`config.mk`:
```
export PLATFORM = sky130hd
export DESIGN_NAME = pnd_cordic
export DESIGN_NICKNAME = d
export VERILOG_FILES = /design/src/hdl/pnd_pkg.sv /design/src/hdl/pnd_cordic.sv
export SDC_FILE = /design/constraint.sdc
export NUM_CORES = 1
export LEC_CHECK = 0
export BUFFER_PORTS_ARGS = -buffer_cell sky130_fd_sc_hd__buf_4
export CAP_MARGIN = 20
export CORE_MARGIN = 2
export CORE_UTILIZATION = 45
export CTS_CLUSTER_DIAMETER = 200
export DETAILED_ROUTE_END_ITERATION = 8
export GPL_TIMING_DRIVEN = 0
export PLACE_DENSITY = 0.64
export SYNTH_ARGS = -nofsm -noshare
export SYNTH_HDL_FRONTEND = slang
export SYNTH_SLANG_ARGS = --single-unit
```
`constraint.sdc`:
```
create_clock -name clk -period 14.82 [get_ports clk]
set_input_delay 2.223 -clock clk [delete_from_list [all_inputs] [get_ports clk]]
set_output_delay 2.223 -clock clk [all_outputs]
set_load 0.1 [all_outputs]
```
`src/hdl/pnd_pkg.sv`:
```
// ----------------------------------------------------------------------------
// pnd_pkg
// Shared types and constants of the point to polyline distance block.
// ----------------------------------------------------------------------------
package pnd_pkg;

    // Position rotation
    localparam int ROT_STEPS  = 30;
    localparam int STEP_W     = 5;
    localparam int GUARD_BITS = 16;
    localparam int ROT_W      = 50;   // rotation datapath width, guard bits included
    localparam int ANG_W      = 34;   // residual angle width
    localparam logic [29:0] GAIN_Q30 = 30'h26DD3B6A;

    localparam logic [31:0] ROT_ANGLE [ROT_STEPS] = '{
        32'h20000000, 32'h12E4051E, 32'h09FB385B, 32'h051111D4, 32'h028B0D43,
        32'h0145D7E1, 32'h00A2F61E, 32'h00517C55, 32'h0028BE53, 32'h00145F2F,
        32'h000A2F98, 32'h000517CC, 32'h00028BE6, 32'h000145F3, 32'h0000A2FA,
        32'h0000517D, 32'h000028BE, 32'h0000145F, 32'h00000A30, 32'h00000518,
        32'h0000028C, 32'h00000146, 32'h000000A3, 32'h00000051, 32'h00000029,
        32'h00000014, 32'h0000000A, 32'h00000005, 32'h00000003, 32'h00000001
    };

    // Datapath widths
    localparam int POS_W  = 34;   // query and projected position
    localparam int DIF_W  = 35;   // coordinate differences, multiplier operands
    localparam int PROD_W = 70;   // product and unsigned squared sums
    localparam int ACC_W  = 71;   // signed accumulator

    // Divide / square root unit
    localparam int DIV_STEPS  = 32;
    localparam int SQRT_STEPS = 35;
    localparam int ROOT_W     = 35;
    localparam int CNT_W      = 6;

    typedef enum logic {
        DS_DIV  = 1'b0,
        DS_SQRT = 1'b1
    } ds_mode_t;

    typedef struct packed {
        logic     start;
        ds_mode_t mode;
    } ds_ctrl_t;

    // Commands and clamp codes
    localparam logic CMD_LOAD  = 1'b0;
    localparam logic CMD_QUERY = 1'b1;

    localparam logic [1:0] KIND_INTERIOR = 2'd0;
    localparam logic [1:0] KIND_START    = 2'd1;
    localparam logic [1:0] KIND_END      = 2'd2;

endpackage

```
`src/hdl/pnd_cordic.sv`:
```
// ----------------------------------------------------------------------------
// pnd_cordic
// Iterative rotation: one shift-add step per cycle, 30 steps per position.
// ----------------------------------------------------------------------------
module pnd_cordic (
    input  logic                             clk,
    input  logic                             rst_n,
    input  logic                             start,
    input  logic signed [pnd_pkg::ROT_W-1:0] x0,
    input  logic signed [pnd_pkg::ANG_W-1:0] angle,
    output logic                             done,
    output logic signed [pnd_pkg::POS_W-1:0] qx,
    output logic signed [pnd_pkg::POS_W-1:0] qy
);
    import pnd_pkg::*;

    logic                    busy_reg;
    logic                    done_reg;
    logic [STEP_W-1:0]       step_reg;
    logic signed [ROT_W-1:0] x_reg;
    logic signed [ROT_W-1:0] y_reg;
    logic signed [ANG_W-1:0] z_reg;

    logic signed [ROT_W-1:0] x_sh;
    logic signed [ROT_W-1:0] y_sh;
    logic signed [ANG_W-1:0] step_ang;
    logic signed [ROT_W-1:0] x_rnd;
    logic signed [ROT_W-1:0] y_rnd;

    assign x_sh     = x_reg >>> step_reg;
    assign y_sh     = y_reg >>> step_reg;
    assign step_ang = $signed({2'b00, ROT_ANGLE[step_reg]});

    // round to nearest, floor shift out the guard bits
    assign x_rnd = x_reg + (ROT_W'(1) <<< (GUARD_BITS - 1));
    assign y_rnd = y_reg + (ROT_W'(1) <<< (GUARD_BITS - 1));
    assign qx    = x_rnd[GUARD_BITS +: POS_W];
    assign qy    = y_rnd[GUARD_BITS +: POS_W];
    assign done  = done_reg;

    always_ff @(posedge clk or negedge rst_n)
    begin
        if (!rst_n)
        begin
            busy_reg <= 1'b0;
            done_reg <= 1'b0;
            step_reg <= '0;
        end
        else if (start)
        begin
            busy_reg <= 1'b1;
            done_reg <= 1'b0;
            step_reg <= '0;
        end
        else if (busy_reg)
        begin
            step_reg <= step_reg + 1'b1;
            if (step_reg == STEP_W'(ROT_STEPS - 1))
            begin
                busy_reg <= 1'b0;
                done_reg <= 1'b1;
            end
        end
        else
        begin
            done_reg <= 1'b0;
        end
    end

    always_ff @(posedge clk)
    begin
        if (start)
        begin
            x_reg <= x0;
            y_reg <= '0;
            z_reg <= angle;
        end
        else if (busy_reg)
        begin
            if (z_reg >= 0)
            begin
                x_reg <= x_reg - y_sh;
                y_reg <= y_reg + x_sh;
                z_reg <= z_reg - step_ang;
            end
            else
            begin
                x_reg <= x_reg + y_sh;
                y_reg <= y_reg - x_sh;
                z_reg <= z_reg + step_ang;
            end
        end
    end
endmodule

```
==> flow_metrics.py <==
metrics = {
    "yosys": {
        "syn_nets": 3085,
        "syn_avg_cell_area_um2": 8.224,
        "synth_edf_count": 84,
        "ys_top_cells_by_area": "edfxtp_1 (11%), mux4_2 (10%), ha_1 (7.7%)",
        "synth_top_area_share_pct": 10.76,
        "synthesis.instances": 2851,
        "synth_seq_area_share_pct": 15.77,
        "async_reset_ff_share_pct": 4.965,
        "ys.flop_type": "edfxtp_1",
        "yosys_register_bits": 141,
        "synth_cell_types": 100,
        "netlist_area_um2": 23450,
        "synth.largest_area_cell": "edfxtp_1",
        "synth_warnings": 0,
    },
    "placed_design": {
        "dp.final_hpwl_um": 88710,
        "portBuffers": 155,
        "gp_congestion": 1.049,
    },
    "sta": {
        "hold_viol": 0,
        "finalCritPeriodShare_pct": 67.88,
        "rsz0062_at_grt": "no",
        "setup_tns_ns": 0,
        "max_freq_ghz": 0.09940,
        "setup_violations": 0,
        "worst-slew-pin-transition_ns": 1.228,
        "final_max_slew_viol_count": 0,
        "relSlewSlack_pct": 18.14,
        "fin_skew_ns": 0.01491,
        "period_needed_ns": 10.06,
    },
    "cells_and_area": {
        "mostFrequentLayoutCells": "nand2_1 (323), nor2_1 (230), o21ai_0 (226)",
        "nets": 3268,
        "area_growth_pct": 11.49,
        "fillers": 4972,
        "drive_above_1_share_pct": 15.43,
        "layout_commonest_cell": "nand2_1",
    },
    "routing": {
        "drc": 0,
        "via_count": 25390,
        "dr.pass1.iters": 7,
        "wl_per_cell_um": 30.24,
        "drt-initial-drc-count": 2956,
        "via_per_inst": 6.810,
        "ant_nets": 0,
        "detail_route.wirelength_um": 112700,
    },
    "die": {
        "core-area_um2": 51410,
        "dieArea_um2": 53950,
        "placementRows": 83,
        "fp.dieW_um": 232.3,
        "io_pins": 156,
        "die_h_um": 232.3,
        "initial_core_util_pct": 45.61,
    },
    "hold_path": {
        "hp-start": "y_reg[0]$_SDFFE_PP0P_",
        "holdCritPathClass": "flip-flop to flip-flop",
        "min_path_cells": 2,
        "hold_path_end": "y_reg[0]$_SDFFE_PP0P_",
    },
    "clocking": {
        "clkSinkCount": 141,
        "cts_tree": "yes",
        "htree_num_levels": 4,
        "holdBufCountCts": 0,
        "cts-buffers-inserted": 17,
        "path_clk_slew_ns": 0.08,
        "cts_setup_buffers": 0,
        "cts_root_buf": "clkbuf_16",
        "ctsResizeCount": 0,
        "clockBufferDepth": 2,
        "clk_latency_ns": 0.51,
    },
    "global_routing": {
        "grt.overflow.total": 0,
        "antenna_found_initial": 1,
        "grt_pass1_wl_um": 163300,
        "grt_pass1_vias": 24110,
        "grt_max_degree": 66,
        "track_usage_pct": 41.48,
    },
    "worst_setup_path": {
        "rr_endpoint": "z_reg[32]$_DFFE_PP_",
        "rrSetupSlack_ns": 4.76,
        "required_ns": 15.08,
        "worst-setup-path-type": "flip-flop to flip-flop",
        "reg2reg_depth": 22,
        "cp_max_fo": 10,
        "r2r_start": "step_reg[4]$_DFFE_PN0P_",
        "slowest_delay_ns": 0.90,
        "critPathCaptureType": "flip-flop",
        "crit_start": "step_reg[4]$_DFFE_PN0P_",
        "crit_chain": "clkbuf_1, clkbuf_1, clkbuf_1, buf_1, clkbuf_1, buf_1, clkbuf_1, buf_1, nor3_1, xor2_1, ha_1, inv_1, nor2_1, nor2_1, o21ai_0, a221oi_1, o311ai_0, a41oi_1, o21ai_0, o31ai_1, xnor2_1, mux2_2",
        "arrival_ns": 10.32,
        "cp_slowest_cell": "a221oi_1",
        "cp_top_family": "buffers and inverters",
        "path_buf_inv": 9,
        "start_kind": "flip-flop",
        "cpMostUsedCell": "clkbuf_1",
    },
    "flow_run": {
        "maxCapViolCount": 0,
    },
    "run_status": {
        "status": "complete, no violations",
    },
}
[per-layer routing]
layer  vias up  track usage, %  wire length [um]
met5         -               0                 0
met4         0           20.53              5849
met3       295           9.774             12010
met2      1618           63.03             48580
met1     12440           55.00             46280
li1      11040               -                 -
[stage by stage]
stage / cells / instance area [um^2] / hold slack, ns / util (%) / setup WS [ns]
after CTS: 3724 / 26110 / 0.5481 / 50.78 / 5.358
after floorplan: 2851 / 23450 / 0.4853 / - / 8.010
final: 3728 / 26140 / 0.5406 / 50.86 / 4.760
after detailed placement: 3692 / 25540 / 0.5316 / 49.69 / 5.416
after global placement: 3686 / 25460 / 0.5089 / 49.53 / 5.453
after global routing: 3727 / 26140 / 0.5846 / 50.85 / 4.654
[synth_stat cells (9+ instances only)]
cell and count:
mux4_2 108, o221ai_1 9, o21bai_1 25, or2_2 13, xnor2_1 180, or3_1 10, o22ai_1 12, o31ai_1 44
inv_1 68, a22oi_1 11, and3_1 32, o211ai_1 23, xor2_1 110, and2_1 14, mux2i_1 97, o21ai_0 226
buf_4 13, nand4_1 27, o21a_1 33, nor2b_1 22, nor3_1 37, nor2_1 230, a221oi_1 12, nor3b_1 9
a31oi_1 19, nand2b_1 35, nand3_1 95, nor4_1 9, buf_1 25, a22o_1 17, nand2_1 323, mux2_2 76
mux4_1 14, clkbuf_1 117, buf_2 19, buf_6 15, dfxtp_1 50, a21o_1 69, ha_1 144, edfxtp_1 84
a21oi_1 183, a211oi_1 37
[cell families (layout without fill, tap and decap cells)]
| group | count (synthesis) | count (layout) | share of synthesized area [%] |
|---|---|---|---|
| simple gates | 898 | 898 | 17.93 |
| compound gates | 814 | 814 | 22.47 |
| mux | 298 | 298 | 19.89 |
| xor+xnor | 290 | 290 | 10.83 |
| buf+inv | 262 | 458 | 5.123 |
| fa+ha+maj | 148 | 148 | 7.983 |
| flops | 141 | 141 | 15.77 |
| other cells | 0 | 1 | 0 |
[tightest hold or removal path: cells and delay by family, from the launching register on]
| family | cells | cell delay [ns] |
|---|---|---|
| DFF | 1 | 0.36 |
| muxes | 1 | 0.08 |
| and+or+nand+nor | 1 | 0.07 |
[cell type report]
cell class / instances / area, um^2 / share of cell area (%)
multi-input cells: 2448 / 18550 / 70.95
diodes: 1 / 2.502 / 0.009572
well taps: 680 / 850.8 / 3.255
repair buffers: 164 / 1277 / 4.887
clock inverters: 14 / 121.4 / 0.4642
plain buffers: 191 / 935.9 / 3.580
clock buffers: 18 / 439.2 / 1.680
inverters: 71 / 269.0 / 1.029
flip-flops and latches: 141 / 3699 / 14.15
[worst max-delay path by stage]
stage | to | slack [ns] | depth (start not counted)
2_1_floorplan | z_reg[32]$_DFFE_PP_ | 8.01 | 30
3_3_place_gp | z_reg[32]$_DFFE_PP_ | 5.45 | 22
3_5_place_dp | z_reg[32]$_DFFE_PP_ | 5.42 | 22
4_1_cts | z_reg[32]$_DFFE_PP_ | 5.36 | 22
5_1_grt | z_reg[32]$_DFFE_PP_ | 4.65 | 26
6_report | z_reg[32]$_DFFE_PP_ | 4.76 | 22
Power is left out: the tool's default activity adds up to more than one toggle a clock period on the data nets, which glitch-free logic cannot reach.
