--- src/hdl/pnd_pkg.sv ---
// ----------------------------------------------------------------------------
// pnd_pkg
// Shared types and constants of the point to polyline distance block.
// ----------------------------------------------------------------------------
package pnd_pkg;

    // Position rotation
    localparam int ROT_STEPS  = 30;
    localparam int STEP_W     = 5;
    localparam int GUARD_BITS = 16;
    localparam int ROT_W      = 50;   // rotation datapath width, guard bits included
    localparam int ANG_W      = 34;   // residual angle width
    localparam logic [29:0] GAIN_Q30 = 30'h26DD3B6A;

    localparam logic [31:0] ROT_ANGLE [ROT_STEPS] = '{
        32'h20000000, 32'h12E4051E, 32'h09FB385B, 32'h051111D4, 32'h028B0D43,
        32'h0145D7E1, 32'h00A2F61E, 32'h00517C55, 32'h0028BE53, 32'h00145F2F,
        32'h000A2F98, 32'h000517CC, 32'h00028BE6, 32'h000145F3, 32'h0000A2FA,
        32'h0000517D, 32'h000028BE, 32'h0000145F, 32'h00000A30, 32'h00000518,
        32'h0000028C, 32'h00000146, 32'h000000A3, 32'h00000051, 32'h00000029,
        32'h00000014, 32'h0000000A, 32'h00000005, 32'h00000003, 32'h00000001
    };

    // Datapath widths
    localparam int POS_W  = 34;   // query and projected position
    localparam int DIF_W  = 35;   // coordinate differences, multiplier operands
    localparam int PROD_W = 70;   // product and unsigned squared sums
    localparam int ACC_W  = 71;   // signed accumulator

    // Divide / square root unit
    localparam int DIV_STEPS  = 32;
    localparam int SQRT_STEPS = 35;
    localparam int ROOT_W     = 35;
    localparam int CNT_W      = 6;

    typedef enum logic {
        DS_DIV  = 1'b0,
        DS_SQRT = 1'b1
    } ds_mode_t;

    typedef struct packed {
        logic     start;
        ds_mode_t mode;
    } ds_ctrl_t;

    // Commands and clamp codes
    localparam logic CMD_LOAD  = 1'b0;
    localparam logic CMD_QUERY = 1'b1;

    localparam logic [1:0] KIND_INTERIOR = 2'd0;
    localparam logic [1:0] KIND_START    = 2'd1;
    localparam logic [1:0] KIND_END      = 2'd2;

endpackage

--- src/hdl/pnd_divsqrt.sv ---
// ----------------------------------------------------------------------------
// pnd_divsqrt
// Shared restoring unit: fraction divide (32 steps) or floor square root
// (35 steps), one compare-subtract per cycle.
// ----------------------------------------------------------------------------
module pnd_divsqrt (
    input  logic                              clk,
    input  logic                              rst_n,
    input  pnd_pkg::ds_ctrl_t                 ctrl,
    input  logic [pnd_pkg::PROD_W-1:0]        num,
    input  logic [pnd_pkg::PROD_W-1:0]        den,
    output logic                              done,
    output logic [pnd_pkg::ROOT_W-1:0]        root
);
    import pnd_pkg::*;

    logic              busy_reg;
    logic              done_reg;
    logic [CNT_W-1:0]  cnt_reg;
    ds_mode_t          mode_reg;
    logic [PROD_W-1:0] rem_reg;
    logic [PROD_W-1:0] vsh_reg;
    logic [PROD_W-1:0] den_reg;
    logic [ROOT_W-1:0] q_reg;

    logic [PROD_W-1:0] a_val;
    logic [PROD_W-1:0] b_val;
    logic              ge;
    logic              last;

    always_comb
    begin
        if (mode_reg == DS_DIV)
        begin
            a_val = {rem_reg[PROD_W-2:0], 1'b0};
            b_val = den_reg;
            last  = (cnt_reg == CNT_W'(DIV_STEPS - 1));
        end
        else
        begin
            // bring down the next two radicand bits, trial is 4*root+1
            a_val = {rem_reg[PROD_W-3:0], vsh_reg[PROD_W-1 -: 2]};
            b_val = {{(PROD_W-ROOT_W-2){1'b0}}, q_reg, 2'b01};
            last  = (cnt_reg == CNT_W'(SQRT_STEPS - 1));
        end
        ge = (a_val >= b_val);
    end

    assign done = done_reg;
    assign root = q_reg;

    always_ff @(posedge clk or negedge rst_n)
    begin
        if (!rst_n)
        begin
            busy_reg <= 1'b0;
            done_reg <= 1'b0;
            cnt_reg  <= '0;
        end
        else if (ctrl.start)
        begin
            busy_reg <= 1'b1;
            done_reg <= 1'b0;
            cnt_reg  <= '0;
        end
        else if (busy_reg)
        begin
            cnt_reg <= cnt_reg + 1'b1;
            if (last)
            begin
                busy_reg <= 1'b0;
                done_reg <= 1'b1;
            end
        end
        else
        begin
            done_reg <= 1'b0;
        end
    end

    always_ff @(posedge clk)
    begin
        if (ctrl.start)
        begin
            mode_reg <= ctrl.mode;
            den_reg  <= den;
            q_reg    <= '0;
            if (ctrl.mode == DS_DIV)
            begin
                rem_reg <= num;
                vsh_reg <= '0;
            end
            else
            begin
                rem_reg <= '0;
                vsh_reg <= num;
            end
        end
        else if (busy_reg)
        begin
            rem_reg <= ge ? (a_val - b_val) : a_val;
            q_reg   <= {q_reg[ROOT_W-2:0], ge};
            vsh_reg <= vsh_reg << 2;
        end
    end
endmodule

--- config.mk ---
export PLATFORM = sky130hd
export DESIGN_NAME = pnd_divsqrt
export DESIGN_NICKNAME = d
export VERILOG_FILES = /design/src/hdl/pnd_pkg.sv /design/src/hdl/pnd_divsqrt.sv
export SDC_FILE = /design/constraint.sdc
export NUM_CORES = 1
export LEC_CHECK = 0
export BUFFER_PORTS_ARGS = -buffer_cell sky130_fd_sc_hd__buf_4
export CAP_MARGIN = 10
export CORE_MARGIN = 2
export CORE_UTILIZATION = 64
export DETAILED_ROUTE_END_ITERATION = 10
export PLACE_DENSITY_LB_ADDON = 0.12
export RECOVER_POWER = 100
export SLEW_MARGIN = 40
export SYNTH_ARGS = -nofsm -noshare
export SYNTH_HDL_FRONTEND = slang
export SYNTH_SLANG_ARGS = --single-unit
--- constraint.sdc ---
create_clock -name clk -period 13.86 [get_ports clk]
set_input_delay 2.079 -clock clk [delete_from_list [all_inputs] [get_ports clk]]
set_output_delay 2.079 -clock clk [all_outputs]
set_load 0.05 [all_outputs]
==> results of run 1 <==
routing by layer:
metal  wire length [um]  part of all wire, %
met4                907                  2.2
met1              18280                   44
met2              19630                   48
met3               2404                  5.8
met5                  0                    0
through the flow:
step                worst slack, ns  cells
detailed placement            8.140   1928
floorplan                     8.740   1517
global placement              8.115   1925
CTS                           8.130   1978
finish                        4.842   1978
global route                  4.140   1978
power groups by stage:
stage                     Sequential [W]  Clock (W)  Combinational (W)
final                            0.00107   0.000744            0.00222
after detailed placement         0.00107          0            0.00219
after global placement           0.00107          0            0.00213
after global routing             0.00108   0.000782            0.00243
after CTS                        0.00106   0.000750            0.00221
after floorplan                  0.00105          0            0.00171
area by class of cell:
class                           instances  area (um2)
Multi-Input combinational cell       1127        8160
Timing Repair Buffer                  193        1316
Clock buffer                           35       745.7
Inverter                               31       116.4
Fill cell                            1753        6265
Sequential cell                       253        7208
Clock inverter                         15       173.9
Tap cell                              324       405.4
worst paths after layout:
check	from	endpoint	slack, ns	cells past startpoint
min	vsh_reg[12]	vsh_reg[14]	0.54	1
min in group asynchronous	rst_n	cnt_reg[4]	1.42	1
max	ctrl[1]	vsh_reg[25]	4.84	5
min reg2reg	vsh_reg[12]	vsh_reg[14]	0.54	1
max reg2reg	mode_reg	rem_reg[16]	5.41	16
max in group asynchronous	rst_n	busy_reg	12.13	1
synthesized netlist by cell type (all sizes together) (3+ instances only):
master / number
nor2: 87
nand3: 13
o311ai: 3
a22o: 67
nor2b: 5
a21oi: 111
nand2b: 10
o21a: 10
or2: 4
o21ai: 98
nand2: 157
inv: 31
or3: 8
and4: 5
xor2: 28
mux2: 68
dfxtp: 35
mux2i: 124
nand4: 33
a21boi: 5
a21o: 41
edfxtp: 210
o211ai: 13
o31a: 3
buf: 50
ha: 70
a211oi: 4
and3: 11
a221oi: 3
a41oi: 3
clkbuf: 56
dfrtp: 8
xnor2: 39
nor3: 19
a221o: 3
o21bai: 20
o31ai: 13
nor4: 7
a31oi: 10
cells by family (layout without fill, tap and decap cells):
group / after synthesis / count (layout) / synth area share [%]
compound gates: 431 / 431 / 18.50
xor+xnor: 67 / 67 / 3.685
fa+ha+maj: 71 / 71 / 5.625
buf+inv: 137 / 274 / 3.787
flops: 253 / 253 / 45.25
mux: 192 / 192 / 12.60
simple gates: 366 / 366 / 10.55
==> summary.txt, run 1 <==
Outcome
  • Status: finished, violations left
  • Violated checks: max-capacitance violations, max-slew violations

GRT
  • Met2 GRT Util: 51.83%
  • GR Util All Layers: a little under a third
  • Global-route wire length before repair: 65.74 mm
  • GRT met3 Usage: 3.498%
  • Vias in the first global route: 12,310
  • Largest net degree at the start of global routing: just under 100
  • Routing usage on met1: 45.07%
  • Global route overflow: 0
  • Initial antenna violation count: 0
  • GR peak layer: met2

STA
  • Period minus WS final: 9.018 ns
  • Period Utilization, post-route: 65.07%
  • Slew headroom: -208.8%
  • Hold Slack: around 0.54 ns
  • Unrepaired setup endpoints after global routing: false
  • Fmax: 110.9 MHz
  • Hold Vio Cnt, Final: 0
  • Clk_skew: around 0.029 ns
  • Setup-failing EPs final: 0
  • Slew Viols, Final: roughly 310
  • Final setup TNS: 0 ns
  • Actual slew at the worst max-slew pin: 4.632 ns

Synthesis
  • Post-synth EDFFs: 210
  • Synth top area share: 39.59%
  • Mapped cell area: between 15,000 and 20,000 um2
  • Post-synth top flop: edfxtp_1
  • Mapped Avg Cell Area: about 10 um2
  • Synth area leader: edfxtp_1
  • Ys Warns: 0
  • Cell variety after synth: 81
  • Fraction of registers with async set/reset: 3.162%
  • Net Count, Synth: about 1,700
  • Cells after synthesis: roughly 1,500
  • Synth area leaders: edfxtp_1, mux2i_1, ha_1, mux2_2, dfxtp_1
  • #FFs+latches synth: 253
  • Post-synthesis sequential area ratio: between 40% and 50%

Power
  • Power per cell area: 222.5 nW/um2
  • Clock share of power: 18.5%
  • Switching share of total power: 41.36%
  • Sw power: 0.001668 W
  • Maximum vdd drop: 0.0001308 V
  • Static Leakage: 7.765 nW
  • Tot Pwr: roughly 0.004 W
  • Int Power: 0.002365 W
  • Sequential power share: 26.4%
  • Comb power frac: 55.1%

Setup path
  • CP Buf/Inv Count: 3
  • Cell family with most CP delay: buffers and inverters
  • CP Cell Sequence: clkbuf_1 > inv_1 > nor2_4 > buf_4 > a22o_1
  • Critical Path Sink Type: flop
  • Critical Path Fanout Max: 97
  • Worst EP arrival: 9.43 ns
  • Slowest cell on crit path: clkbuf_1
  • Worst path required time: 14.27 ns
  • Crit Path Category: input pin to flop
  • CP Launch Type: input pin
  • CP max stage delay: around 3.2 ns

Placed design
  • Post-DP Area: 17,370 um2
  • Port Buffer Count: 179
  • Detailed placement HPWL: 29.40 mm
  • Final GP Congestion: 0.9241

Clock tree
  • CTS Root Cell: clkbuf_16
  • Sink Count: 253
  • CTS Buf Count: 27
  • PostCTS Resize Cnt: 0
  • Max clock buf depth: 3
  • Worst-path clk slew: 0.06 ns
  • TritonCTS clock tree: built
  • Clk_lat worst skew: 0.57 ns
  • # H-tree levels: 1
  • Post-CTS Setup Bufs: 0
  • CTS hold repair buffers: 0

Finish
  • Most frequent cells in the layout: edfxtp_1, nand2_1, mux2i_1
  • # diodes: 0
  • Fin area: 18,130 um2
  • Share of cells above drive strength 1: 17.65%
  • Nets: approximately 1,800
  • Area delta synth->final: 13.81%
  • Most common cell after layout, fill and taps aside: edfxtp_1
  • Final Util: 74.32%

Floorplanning
  • # rows: between 50 and 60
  • Chip width: 161.8 um
  • Die Y: approximately 160 um
  • Die ar.: approximately 26,000 um2
  • Initial Utilization: 65.30%
  • Core area: approximately 24,000 um2
  • I/O pins: 180

Route
  • WL per Instance: 20.84 um
  • DRT iter0 DRCs: 1,204
  • Detailed Route WL: 41.22 mm
  • DRT antenna net count: 0
  • DRT Pass-1 Iters: 5
  • Via/cell ratio: 6.369
  • Drt drc: 0
  • Vias: approximately 13,000

Run
  • Max-cap viol count: 5

Worst hold path
  • Worst min-delay path class: flop to flop
No activity file was read; power rests on OpenSTA's default activity.
==> run 2, diff against run 1 <==
Settings changed: ABC_AREA set to 1, CORE_UTILIZATION 64 to 61.
Clock period 13.86 ns to 8.6 ns, I/O delays scaled along.
==> summary.txt, run 2 <==
Outcome
  • Status: finished, violations left
  • Violated checks: max-capacitance violations, max-slew violations

GRT
  • Global route overflow: 0 (unchanged)
  • Vias in the first global route: 16,280 (+32%)
  • GR Util All Layers: 36.92% (+5.6 points)
  • Global-route wire length before repair: 88.89 mm (+35%)
  • Largest net degree at the start of global routing: 110 (+12%)
  • Initial antenna violation count: 1 (+1)

STA
  • Actual slew at the worst max-slew pin: 3.246 ns (-1.386 ns)
  • Hold Vio Cnt, Final: 0 (unchanged)
  • Period Utilization, post-route: 81.60%
  • Slew headroom: -116.4% (+92 points)
  • Hold Slack: 0.5186 ns (-0.02338 ns)
  • Unrepaired setup endpoints after global routing: false
  • Setup-failing EPs final: 0 (unchanged)
  • Final setup TNS: 0 ns (unchanged)
  • Period minus WS final: about 7 ns
  • Clk_skew: 0.01172 ns (-0.01739 ns)
  • Fmax: 142.5 MHz
  • Slew Viols, Final: 311 (+0.65%)

Route
  • Vias: 18,110 (+44%)
  • DRT antenna net count: 0 (unchanged)
  • Detailed Route WL: 58.66 mm (+42%)
  • WL per Instance: 18.34 um (-12%)
  • DRT Pass-1 Iters: 6 (+1)
  • Via/cell ratio: 5.664 (-11%)
  • Drt drc: 0 (unchanged)
  • DRT iter0 DRCs: 2,605 (+120%)

Power
  • Tot Pwr: 0.006610 W (+64%)
  • Maximum vdd drop: 0.0002474 V (+89%)
  • Power per cell area: 323.0 nW/um2 (+45%)
  • Static Leakage: 10.54 nW (+36%)

Setup path
  • Worst path required time: 8.92 ns (-5.35 ns)
  • CP max stage delay: 1.91 ns (-1.27 ns)
  • CP Cell Sequence: inv_2 > buf_4 > or2_2 > o21ai_0 > inv_1 > ha_1 > nand2_1 > nor2_1 > inv_1 > nor2_1 > nand2_1 > nor2_1 > nand2_1 > nand3_1 > nand2_4 > nand2_1 > nand2_1 > nand3_1 > nand2_1
  • R2r setup slk: 1.58 ns (-3.83 ns)
  • Slowest cell on crit path: nand2_1
  • CP Buf/Inv Count: 4 (+1)
  • Worst EP arrival: 7.34 ns (-2.09 ns)
  • CP Launch Type: flop
  • Top cell by count, worst path: nand2_1
  • Cell family with most CP delay: simple AND/OR/NAND/NOR gates
  • Reg2Reg Depth: 19 (+3)
  • R2r startpoint: mode_reg
  • Critical Path Fanout Max: 70 (-28%)
  • RR Endpoint: rem_reg[35]
  • Crit Path Category: flop to flop
  • Critical Path Sink Type: flop

Finish
  • Nets: 3,002 (+62%)
  • Final Util: 69.42% (-4.9 points)
  • Most common cell after layout, fill and taps aside: nand2_1
  • Share of cells above drive strength 1: 9.651% (-8.0 points)
  • Post-Layout Cell Count: 3,198 (+62%)
  • Area delta synth->final: 12.44%
  • Most frequent cells in the layout: nand2_1, inv_1, nand3_1
  • # diodes: 0 (unchanged)
  • # fillers: 2,554 (+46%)

Worst hold path
  • WHS Endpoint: root[30]
  • Min-Delay Path Depth: 2 (+1)
  • Worst min-delay path class: flop to flop
  • Worst Hold Launch: root[30]

Synthesis
  • Synth top area share: 34.65% (-4.9 points)
  • Net Count, Synth: 2,874 (+66%)
  • #FFs+latches synth: 253 (unchanged)
  • Mapped cell area: 18,200 um2 (+14%)
  • Mapped Avg Cell Area: 6.845 um2 (-35%)
  • Most common cell in the synthesized netlist: nand2_1
  • Most frequent cells after synthesis: nand2_1, inv_1, nand3_1
  • Cells after synthesis: 2,659 (+75%)
  • Ys Warns: 0 (unchanged)
  • Synth area leader: edfxtp_1
  • Fraction of registers with async set/reset: 3.162% (unchanged)
  • Post-synthesis sequential area ratio: 39.60% (-5.7 points)
  • Post-synth EDFFs: 210 (unchanged)
  • Cell variety after synth: 37 (-54%)
  • Synth area leaders: edfxtp_1, nand2_1, inv_1, nand3_1, ha_1
  • Post-synth top flop: edfxtp_1

Floorplanning
  • Chip width: 176.7 um (+9.3%)
  • Initial Utilization: 61.73% (-3.6 points)
  • Die ar.: 31,230 um2 (+19%)
  • Die Y: 176.7 um (+9.3%)
  • I/O pins: 180 (unchanged)
  • Core area: 29,480 um2 (+21%)
  • # rows: 63 (+11%)

Placed design
  • Dpl cells: 3,148 (+63%)
  • Port Buffer Count: 179 (unchanged)
  • Detailed placement HPWL: 45.27 mm (+54%)
  • Final GP Congestion: 1.044 (+13%)

Clock tree
  • CTS Buf Count: 27 (unchanged)
  • Max clock buf depth: 3 (unchanged)
  • Sink Count: 253 (unchanged)
  • TritonCTS clock tree: built
  • CTS hold repair buffers: 0 (unchanged)
  • Worst-path clk slew: 0.06 ns (about the same)
  • CTS Root Cell: clkbuf_16
  • # H-tree levels: 1 (unchanged)
  • Clk_lat worst skew: 0.57 ns (about the same)
  • Post-CTS Setup Bufs: 0 (unchanged)
  • PostCTS Resize Cnt: 0 (unchanged)

Run
  • Max-cap viol count: 5 (unchanged)
-- run 2: changes by cell type after synthesis, sizes merged, moves of 67 or more --
| cell | change |
|---|---|
| mux2 | -68 |
| a22o | -67 |
| nand2 | +782 |
| nand3 | +220 |
| inv | +441 |
| mux2i | -124 |
| o21ai | +99 |
-- run 2: power breakdown --
part | internal [W] | leakage, nW | switching [W] | total [W]
Clock | 0.000693 | 0.456 | 0.000523 | 0.00122
Sequential | 0.00161 | 2.67 | 0.0000977 | 0.00171
Combinational | 0.00115 | 7.42 | 0.00254 | 0.00369
-- run 2: metal layers --
metal	share of wire, %	wire, um	track usage, %	vias to the layer above
met2	41	24090	53.96	1127
met3	13	7710	7.088	101
met5	0.015	9	0	-
met4	2.5	1492	8.574	2
met1	43	25360	56.40	8222
li1	-	-	-	8662
-- run 2: area by class of cell --
cell class | instances | area [um2] | share of cell area [%]
Tap cell | 390 | 488.0 | 2.384
Timing Repair Buffer | 188 | 1259 | 6.151
Multi-Input combinational cell | 1845 | 8821 | 43.10
Clock buffer | 35 | 758.2 | 3.705
Inverter | 472 | 1774 | 8.670
Clock inverter | 15 | 157.7 | 0.7704
Sequential cell | 253 | 7207 | 35.22
-- run 2: stage by stage --
stage	setup WS [ns]	cell area, um2
after detailed placement	3.229	19720
after global routing	1.353	20460
final	1.583	20460
after CTS	3.199	20640
after floorplan	2.347	18200
after global placement	2.906	19700
-- run 2: worst min-delay path, cell delays in order, from the launching register on --
cell     delay [ns]
dfxtp_1        0.31
inv_1          0.08
o22ai_1        0.08
-- run 2: how the worst max path moves through the flow --
stage / from / endpoint / slack (ns) / cells after the start
2_1_floorplan: ctrl[1] / rem_reg[0] / 2.35 / 4
3_3_place_gp: mode_reg / rem_reg[23] / 2.91 / 19
3_5_place_dp: mode_reg / rem_reg[29] / 3.23 / 19
4_1_cts: mode_reg / rem_reg[17] / 3.20 / 19
5_1_grt: mode_reg / rem_reg[17] / 1.35 / 19
6_report: mode_reg / rem_reg[35] / 1.58 / 19
-- run 2: kinds of logic after synthesis --
| logic type | Yosys count | synth area share, % |
|---|---|---|
| flops | 253 | 39.60 |
| buf+inv | 561 | 11.97 |
| simple gates | 1431 | 32.93 |
| compound gates | 305 | 8.752 |
| xor+xnor | 38 | 1.829 |
| fa+ha+maj | 71 | 4.922 |
==> run 3, diff against run 2 <==
Settings changed: CORE_UTILIZATION 61 to 55.
Clock period 8.6 ns to 6.1 ns, I/O delays scaled along.
==> summary.txt, run 3 (synthesized netlist as in run 2, its figures left out) <==
Route
  • DRT Pass-1 Iters: 6 (unchanged)
  • Drt drc: 0 (unchanged)
  • Detailed Route WL: 59.67 mm (+1.7%)
  • DRT antenna net count: 0 (unchanged)
  • Via/cell ratio: 5.517 (-2.6%)
  • DRT iter0 DRCs: 2,262 (-13%)
  • Vias: 17,950 (-0.90%)
  • WL per Instance: 18.34 um (about the same)

GRT
  • Vias in the first global route: 15,990 (-1.8%)
  • Global route overflow: 0 (unchanged)
  • Largest net degree at the start of global routing: 110 (unchanged)
  • Initial antenna violation count: 0 (-1)
  • GR Util All Layers: 34.20% (-2.7 points)
  • Global-route wire length before repair: 89.98 mm (+1.2%)

Finish
  • Area delta synth->final: 12.95%
  • Multi-input gate area: 8828 um2 (about the same)
  • Sequential Area: 7207 um2 (unchanged)
  • Share of cells above drive strength 1: 9.922% (+0.27 points)
  • # fillers: 3,022 (+18%)
  • Most frequent cells in the layout: nand2_1, inv_1, nand3_1
  • Nets: 3,005 (+0.10%)
  • # diodes: 0 (unchanged)
  • Final Util: 63.18% (-6.2 points)
  • Most common cell after layout, fill and taps aside: nand2_1

STA
  • Period Utilization, post-route: 86.71% (+5.1 points)
  • Setup-failing EPs final: 0 (unchanged)
  • Slew headroom: -99.48% (+17 points)
  • Clk_skew: 0.04000 ns (+0.02829 ns)
  • Fmax: 189.1 MHz (+33%)
  • Period minus WS final: 5.289 ns (-1.728 ns)
  • Hold Vio Cnt, Final: 0 (unchanged)
  • Actual slew at the worst max-slew pin: 2.992 ns (-0.2542 ns)
  • Unrepaired setup endpoints after global routing: false
  • Final setup TNS: 0 ns (unchanged)
  • Slew Viols, Final: 91 (-71%)

Power
  • Power per cell area: 449.5 nW/um2 (+39%)
  • Static Leakage: 10.55 nW (+0.10%)
  • Maximum vdd drop: 0.0002708 V (+9.5%)

Clock tree
  • Clk_lat worst skew: 0.60 ns (+0.03 ns)
  • CTS Buf Count: 28 (+3.7%)
  • PostCTS Resize Cnt: 0 (unchanged)
  • # H-tree levels: 1 (unchanged)
  • TritonCTS clock tree: built
  • Post-CTS Setup Bufs: 0 (unchanged)
  • Sink Count: 253 (unchanged)
  • Max clock buf depth: 3 (unchanged)
  • Worst-path clk slew: 0.06 ns (about the same)
  • CTS hold repair buffers: 0 (unchanged)
  • CTS Root Cell: clkbuf_16

Outcome
  • Status: finished, violations left
  • Violated checks: max-capacitance violations, max-slew violations

Setup path
  • Reg2Reg Depth: 17 (-2)
  • Worst EP arrival: 5.59 ns (-1.75 ns)
  • Setup crit start: mode_reg
  • Worst path required time: 6.40 ns (-2.52 ns)
  • R2r setup slk: 0.81 ns (-0.77 ns)
  • CP Launch Type: flop
  • R2r startpoint: mode_reg
  • Critical Path Fanout Max: 76 (+8.6%)
  • Critical Path Sink Type: flop
  • Crit Path Category: flop to flop
  • RR Endpoint: rem_reg[28]

Placed design
  • Detailed placement HPWL: 46.56 mm (+2.8%)
  • Port Buffer Count: 179 (unchanged)
  • Final GP Congestion: 0.9962 (-4.6%)

Floorplanning
  • Core area: 32,540 um2 (+10%)
  • Chip width: 185.9 um (+5.2%)
  • # rows: 66 (+4.8%)
  • Initial Utilization: 55.94% (-5.8 points)
  • I/O pins: 180 (unchanged)
  • Die ar.: 34,560 um2 (+11%)
  • Die Y: 185.9 um (+5.2%)

Run
  • Max-cap viol count: 2 (-3)

Worst hold path
  • Worst min-delay path class: input pin to async pin
run 3: cell count changes in the layout (fill, tap and decap cells not counted), sizes merged:
cell and change:
bufinv -2, clkbuf +5, inv -5, clkinv +3, clkinvlp +1, buf +2
run 3: per-layer routing:
layer / share of wire (%) / GRT usage [%] / vias up
li1: - / - / 8664
met1: 46 / 53.64 / 8247
met2: 41 / 48.92 / 972
met3: 12 / 6.476 / 68
met4: 1.6 / 6.016 / 0
met5: 0 / 0 / -
run 3: report_power, final:
group / switching [W] / total (W) / internal [W]
registers: 0.000128 / 0.00239 / 0.00227
clock network: 0.000732 / 0.00166 / 0.000928
logic: 0.00359 / 0.00518 / 0.00160
total: 0.00445 / 0.00924 / 0.00479
run 3: layout make-up:
type / count / area share (%)
Sequential cell: 253 / 35.06
Inverter: 472 / 8.643
Multi-Input combinational cell: 1845 / 42.95
Clock inverter: 12 / 0.4869
Tap cell: 442 / 2.690
Timing Repair Buffer: 190 / 6.245
Clock buffer: 40 / 3.926
run 3: worst max path at each step:
| stage | endpoint | slack (ns) | depth (start not counted) |
|---|---|---|---|
| floorplan | rem_reg[0] | 0.22 | 4 |
| global placement | rem_reg[23] | 1.36 | 17 |
| detailed placement | rem_reg[28] | 1.31 | 17 |
| CTS | rem_reg[28] | 1.26 | 17 |
| global route | rem_reg[24] | 0.39 | 17 |
| finish | rem_reg[28] | 0.81 | 17 |
run 3: metrics by stage:
step	instance area, um2	hold WS, ns	std cells	worst slack (ns)	total power, W
2_1_floorplan	18200	0.4773	2659	0.2215	0.005852
3_3_place_gp	19800	0.4920	3202	1.358	0.007383
3_5_place_dp	19800	0.5043	3202	1.306	0.007400
4_1_cts	20710	0.1097	3254	1.264	0.009082
5_1_grt	20560	0.2623	3254	0.3870	0.009829
6_report	20560	0.2144	3254	0.8106	0.009240
run 3: worst max-delay path: stages (launching register included):
cell and delay [ns]:
edfxtp_1 0.39, buf_4 0.53, buf_4 0.65, o21ai_0 0.33
ha_1 0.47, nand2_1 0.14, nor2_1 0.19, nand2_1 0.14
nor2_1 0.12, nand2_1 0.08, nand3_2 0.13, nand2_1 0.09
nand3_2 0.10, nand2_2 0.42, nand2_4 0.80, nand2_1 0.12
nand3_1 0.10, o21ai_0 0.12
